$ cat config.mk
export PLATFORM = sky130hd
export DESIGN_NAME = vdn_front
export DESIGN_NICKNAME = d
export VERILOG_FILES = /design/src/design/vector_difference_normalize_macros.svh /design/src/design/vdn_pkg.sv /design/src/design/vdn_front.sv
export SDC_FILE = /design/constraint.sdc
export NUM_CORES = 2
export LEC_CHECK = 0
export BUFFER_PORTS_ARGS = -buffer_cell sky130_fd_sc_hd__buf_2
export CORE_MARGIN = 1.5
export CORE_UTILIZATION = 55
export DETAILED_ROUTE_END_ITERATION = 12
export GPL_TIMING_DRIVEN = 0
export HOLD_SLACK_MARGIN = 0.06
export PLACE_DENSITY = 0.85
export REMOVE_ABC_BUFFERS = 1
export SYNTH_ARGS = -nofsm -noshare
export SYNTH_HDL_FRONTEND = slang
export SYNTH_SLANG_ARGS = --single-unit
$ cat constraint.sdc
create_clock -name clk -period 15.7 [get_ports clk]
set_clock_uncertainty 0.2 [all_clocks]
set_input_delay 1.57 -clock clk [delete_from_list [all_inputs] [get_ports clk]]
set_output_delay 1.57 -clock clk [all_outputs]
set_load 0.02 [all_outputs]
$ cat src/design/vector_difference_normalize_macros.svh
// ----------------------------------------------------------------------------
// Assertion macros for the vector difference normalizer
// Shared helper macros so that checks read the same way across the design.
// ----------------------------------------------------------------------------
`ifndef VECTOR_DIFFERENCE_NORMALIZE_MACROS_SVH
`define VECTOR_DIFFERENCE_NORMALIZE_MACROS_SVH

// Same-cycle implication, sampled on clk, off during reset.
`define VDN_ASSERT_IMPL(label, cond, prop) \
    label: assert property (@(posedge clk) disable iff (!rst_n) (cond) |-> (prop)) \
        else $error("vdn same-cycle check failed");

// Next-cycle implication, sampled on clk, off during reset.
`define VDN_ASSERT_NEXT(label, cond, prop) \
    label: assert property (@(posedge clk) disable iff (!rst_n) (cond) |=> (prop)) \
        else $error("vdn next-cycle check failed");

`endif

$ cat src/design/vdn_pkg.sv
// ----------------------------------------------------------------------------
// vdn_pkg
// Types and constants shared by the vector difference normalizer modules.
// ----------------------------------------------------------------------------
`default_nettype none

package vdn_pkg;

    // Number of square root digit steps; the unit steps use the low ones.
    localparam int unsigned SqrtSteps = 18;
    localparam int unsigned UnitTopBit = 14;

    // State carried down the digit pipeline for one beat.
    typedef struct packed {
        logic               zero;
        logic               neg_x;
        logic               neg_y;
        logic [33:0]        s;
        logic [17:0]        r;
        logic [33:0]        rem;
        logic [14:0]        q_x;
        logic [14:0]        q_y;
        logic signed [67:0] e_x;
        logic signed [67:0] e_y;
        logic signed [50:0] p_x;
        logic signed [50:0] p_y;
    } iter_t;

endpackage

`default_nettype wire

$ cat src/design/vdn_front.sv
// ----------------------------------------------------------------------------
// vdn_front
// Three pipeline stages: difference and magnitude, squares, and the setup
// of the square root and unit digit recurrences.
// ----------------------------------------------------------------------------
`default_nettype none

module vdn_front (
    input  wire logic                 clk,
    input  wire logic                 rst_n,
    input  wire logic                 en,
    input  wire logic                 in_valid,
    input  wire logic                 operation,
    input  wire logic [15:0]          a_x,
    input  wire logic [15:0]          a_y,
    input  wire logic [15:0]          b_x,
    input  wire logic [15:0]          b_y,
    output logic                      out_valid,
    output vdn_pkg::iter_t            out_it
);
    import vdn_pkg::*;

    logic [16:0] dx;
    logic [16:0] dy;
    logic [16:0] adx;
    logic [16:0] ady;

    logic        v1_reg;
    logic [16:0] cx_reg;
    logic [16:0] cy_reg;
    logic        nx1_reg;
    logic        ny1_reg;

    logic        v2_reg;
    logic [33:0] sx_reg;
    logic [33:0] sy_reg;
    logic        nx2_reg;
    logic        ny2_reg;

    logic        v3_reg;
    iter_t       it_reg;
    iter_t       it_next;
    logic [33:0] s_sum;

    // Exact 17-bit differences and their magnitudes.
    assign dx  = {a_x[15], a_x} - {b_x[15], b_x};
    assign dy  = {a_y[15], a_y} - {b_y[15], b_y};
    assign adx = dx[16] ? (17'd0 - dx) : dx;
    assign ady = dy[16] ? (17'd0 - dy) : dy;

    // Stage one: choose the numerator components for the operation.
    always_ff @(posedge clk or negedge rst_n)
    begin
        if (!rst_n)
        begin
            v1_reg <= 1'b0;
        end
        else if (en)
        begin
            v1_reg <= in_valid;
        end
    end

    always_ff @(posedge clk)
    begin
        if (en)
        begin
            cx_reg  <= operation ? ady : adx;
            cy_reg  <= operation ? adx : ady;
            nx1_reg <= operation ? dy[16] : dx[16];
            ny1_reg <= operation ? ~dx[16] : dy[16];
        end
    end

    // Stage two: squares of both numerator magnitudes.
    always_ff @(posedge clk or negedge rst_n)
    begin
        if (!rst_n)
        begin
            v2_reg <= 1'b0;
        end
        else if (en)
        begin
            v2_reg <= v1_reg;
        end
    end

    always_ff @(posedge clk)
    begin
        if (en)
        begin
            sx_reg  <= cx_reg * cx_reg;
            sy_reg  <= cy_reg * cy_reg;
            nx2_reg <= nx1_reg;
            ny2_reg <= ny1_reg;
        end
    end

    // Stage three: squared length and the starting remainders.
    assign s_sum = sx_reg + sy_reg;

    always_comb
    begin
        it_next.zero  = (s_sum == 34'd0);
        it_next.neg_x = nx2_reg;
        it_next.neg_y = ny2_reg;
        it_next.s     = s_sum;
        it_next.r     = '0;
        it_next.rem   = s_sum;
        it_next.q_x   = '0;
        it_next.q_y   = '0;
        it_next.e_x   = $signed({4'd0, sx_reg, 30'd0}) - $signed({34'd0, s_sum});
        it_next.e_y   = $signed({4'd0, sy_reg, 30'd0}) - $signed({34'd0, s_sum});
        it_next.p_x   = $signed(51'd0) - $signed({17'd0, s_sum});
        it_next.p_y   = $signed(51'd0) - $signed({17'd0, s_sum});
    end

    always_ff @(posedge clk or negedge rst_n)
    begin
        if (!rst_n)
        begin
            v3_reg <= 1'b0;
        end
        else if (en)
        begin
            v3_reg <= v2_reg;
        end
    end

    always_ff @(posedge clk)
    begin
        if (en)
        begin
            it_reg <= it_next;
        end
    end

    assign out_valid = v3_reg;
    assign out_it    = it_reg;

endmodule

`default_nettype wire

==> Implementation_results.wiki <==
{| class="wikitable"
! Metric !! Value
|-
| Number of buffers added on ports || 378
|-
| Layout area overhead || 6.59%
|-
| CTS tree || done
|-
| Number of buffer and inverter stages on the critical path || 5
|-
| CP Capture Type || flop
|-
| Maximum achievable frequency || 128 MHz
|-
| Filler Cell Count || 4625
|-
| Detailed Routing Iterations Pass 1 || 6
|-
| Most common cell after layout, fill and taps aside || sky130_fd_sc_hd__inv_1
|-
| Most frequent cells in the layout || sky130_fd_sc_hd__inv_1 (617), sky130_fd_sc_hd__fa_1 (385), sky130_fd_sc_hd__buf_2 (377), sky130_fd_sc_hd__ha_1 (295), sky130_fd_sc_hd__edfxtp_1 (245)
|-
| Routability congestion estimate from global placement || 0.951
|-
| Slowest cell on crit path || sky130_fd_sc_hd__edfxtp_1
|-
| Post-cts sizing count || 0
|-
| Number of vias per cell after detailed routing || 5.47
|-
| Period utilization || 0.496
|-
| Final HPWL from detailed placement || 64.6 mm
|-
| Worst Max-Slew Pin Slew || 1.18 ns
|-
| Num CTS Buffers || 27
|-
| Relative slew slack || 0.207
|-
| Htree depth || 1
|-
| Sequence of cells on the critical path || nand2_1 > fa_1 > inv_1 > fa_1 > inv_1 > fa_1 > inv_1 > ha_1 > fa_1 > inv_1 > fa_1 > inv_1 > ha_1 > nand4_1 > nor3_1 > o31a_1 > o21ai_0 > a311oi_1 > a221o_1 > a31oi_1 > o21ai_0 > nor3_1 > a211o_1
|-
| Core region area || 0.0576 mm^2
|-
| I/O pin total || 427
|-
| # Max-Cap Violations || 0
|-
| Pin count of the biggest net entering global routing || 94
|-
| CTS Buffer Depth || 3
|-
| Via count of the first global-routing pass || 22900
|-
| Max reg flops || 141
|-
| Worst-path maximum fanout || 17
|-
| EDFF count, synth || 245
|-
| Final period demand of the worst path || 7.79 ns
|-
| Count of inserted antenna diode cells || 0
|-
| Die Y-Extent || 244 um
|-
| Gate count after technology mapping || 3225
|-
| Seq/Total Area, Yosys || 0.232
|-
| Worst setup slack for register-to-register paths || 7.91 ns
|-
| Worst path top cell family by delay || adder cells
|-
| Classification of the worst-slack hold path || reg2reg
|-
| Async S/R FF share, synth || 0.0121
|-
| Fraction of final layout cells sized beyond drive strength 1 || 0.136
|-
| Most common flop cell mapped by yosys || sky130_fd_sc_hd__edfxtp_1
|-
| DRC Markers || 0
|-
| Number of nets with antenna violations after detailed routing || 0
|-
| GRT Total Usage || 0.263
|-
| Overflow left after global routing || 0
|-
| Clock-pin slew on the worst setup and hold paths || 0.07 ns
|-
| Final routed wirelength across all metal layers || 78.4 mm
|-
| Routed WL per cell || 18.7 um
|-
| Final number of hold-violating endpoints || 0
|-
| Worst Setup Start Kind || flop
|-
| Signal arrival time at the worst endpoint || 7.91 ns
|-
| Number of nets in the layout || 4153
|-
| Number of antenna violations at the first check in global routing || 1
|-
| Distinct cells, synth || 86
|-
| Mean instance size in the synthesized netlist || 9.91 um^2
|-
| Post-synth design cell area || 0.0320 mm^2
|-
| Critical path type || reg2reg
|-
| Starting DRC count in detailed routing || 1572
|-
| Register bit total from synthesis || 248
|-
| Setup-violating endpoint count in the final report || 0
|-
| # Post-CTS Setup Buffers || 0
|-
| Number of slew-limit violations in the final report || 0
|-
| Syn. warnings || 0
|-
| Horizontal extent of the die || 244 um
|-
| Total Neg Setup Slack || 0 ns
|-
| Unrepaired setup endpoints after global routing || false
|-
| Via count || 22900
|-
| Row Count || 88
|-
| Hold_buf cts || 0
|-
| Die area || 0.0596 mm^2
|-
| Number of sinks handled by clock tree synthesis || 248
|-
| Outcome || complete, no violations
|-
| Critical path required time || 15.82 ns
|-
| Wire length of the first global-routing pass || 122 mm
|-
| Cell chosen for the clock root || sky130_fd_sc_hd__clkbuf_16
|-
| Starting density of the core || 0.555
|-
| Skew-Pair Late Insertion Delay || 0.56 ns
|-
| CP max stage delay || 0.93 ns
|}
[cells by family after synthesis]
family                   after synthesis  share of synthesized area
AO/OA/AOI/OAI                        366                     0.0777
multiplexers                          49                     0.0156
flip-flops                           248                      0.232
buffers and inverters                894                      0.131
AND/OR/NAND/NOR                      742                      0.120
adder cells (fa/ha/maj)              680                      0.357
other                                  1                   0.000117
XOR/XNOR                             245                     0.0671
[worst paths after layout]
path,startpoint,end,cells after the start
worst max-delay path,cx_reg[2]$_DFFE_PP_,sx_reg[33]$_DFFE_PP_,23
worst min-delay path,ny1_reg$_DFFE_PP_,ny2_reg$_DFFE_PP_,0
worst max register to register,cx_reg[2]$_DFFE_PP_,sx_reg[33]$_DFFE_PP_,23
worst min register to register,ny1_reg$_DFFE_PP_,ny2_reg$_DFFE_PP_,0
max in group asynchronous,rst_n,v2_reg$_DFFE_PN0P_,1
min in group asynchronous,rst_n,out_valid$_DFFE_PN0P_,1
[cells in the mapped netlist, types with 18 or more instances]
master                       n  area share
sky130_fd_sc_hd__mux2i_1    43       0.013
sky130_fd_sc_hd__nor3_1     46      0.0072
sky130_fd_sc_hd__xor2_1     69       0.019
sky130_fd_sc_hd__ha_1      295        0.12
sky130_fd_sc_hd__nand4_1    22      0.0043
sky130_fd_sc_hd__o21ai_0    66       0.010
sky130_fd_sc_hd__nand3_1    36      0.0056
sky130_fd_sc_hd__nand2b_1   25      0.0049
sky130_fd_sc_hd__a31oi_1    18      0.0035
sky130_fd_sc_hd__inv_1     617       0.072
sky130_fd_sc_hd__fa_1      385        0.24
sky130_fd_sc_hd__o21a_1     19      0.0045
sky130_fd_sc_hd__buf_4     216       0.051
sky130_fd_sc_hd__xnor2_1   176       0.048
sky130_fd_sc_hd__a21oi_1    92       0.014
sky130_fd_sc_hd__nand2_1   223       0.026
sky130_fd_sc_hd__or3_1      20      0.0039
sky130_fd_sc_hd__and2_1    120       0.023
sky130_fd_sc_hd__a21o_1     41      0.0096
sky130_fd_sc_hd__edfxtp_1  245        0.23
sky130_fd_sc_hd__clkbuf_1   59      0.0069
sky130_fd_sc_hd__nor2_1    117       0.014
sky130_fd_sc_hd__nor2b_1    35      0.0068
[metal layers]
metal | global-route usage | share of wire | vias up
met5 | 0 | 0.000089 | -
met4 | 0.111 | 0.046 | 2
met3 | 0.0313 | 0.063 | 166
met2 | 0.479 | 0.51 | 967
met1 | 0.314 | 0.38 | 11200
li1 | - | - | 10600
[final cells by class]
class                           instances  area [um^2]  share of cell area
Inverter                              617         2320              0.0680
Tap cell                              765          957              0.0281
Timing Repair Buffer                  380         1960              0.0574
Clock inverter                         15          176             0.00518
Multi-Input combinational cell       2130        20500               0.603
Sequential cell                       248         7430               0.218
Clock buffer                           31          691              0.0203
[stage by stage]
stage                     worst slack, ns  instances  hold WS, ns   util  instance area, um^2
after floorplan                      8.96       2995        0.200      -                30300
after global placement               8.12       4138        0.203  0.575                33100
after detailed placement             8.06       4140        0.208  0.577                33200
after CTS                            8.04       4186        0.222  0.592                34100
after global routing                 7.55       4186        0.241  0.592                34100
final                                7.91       4186        0.219  0.592                34100
Power is not shown: default switching activity piles up to over one toggle a cycle in this logic, so the estimate is an artifact.
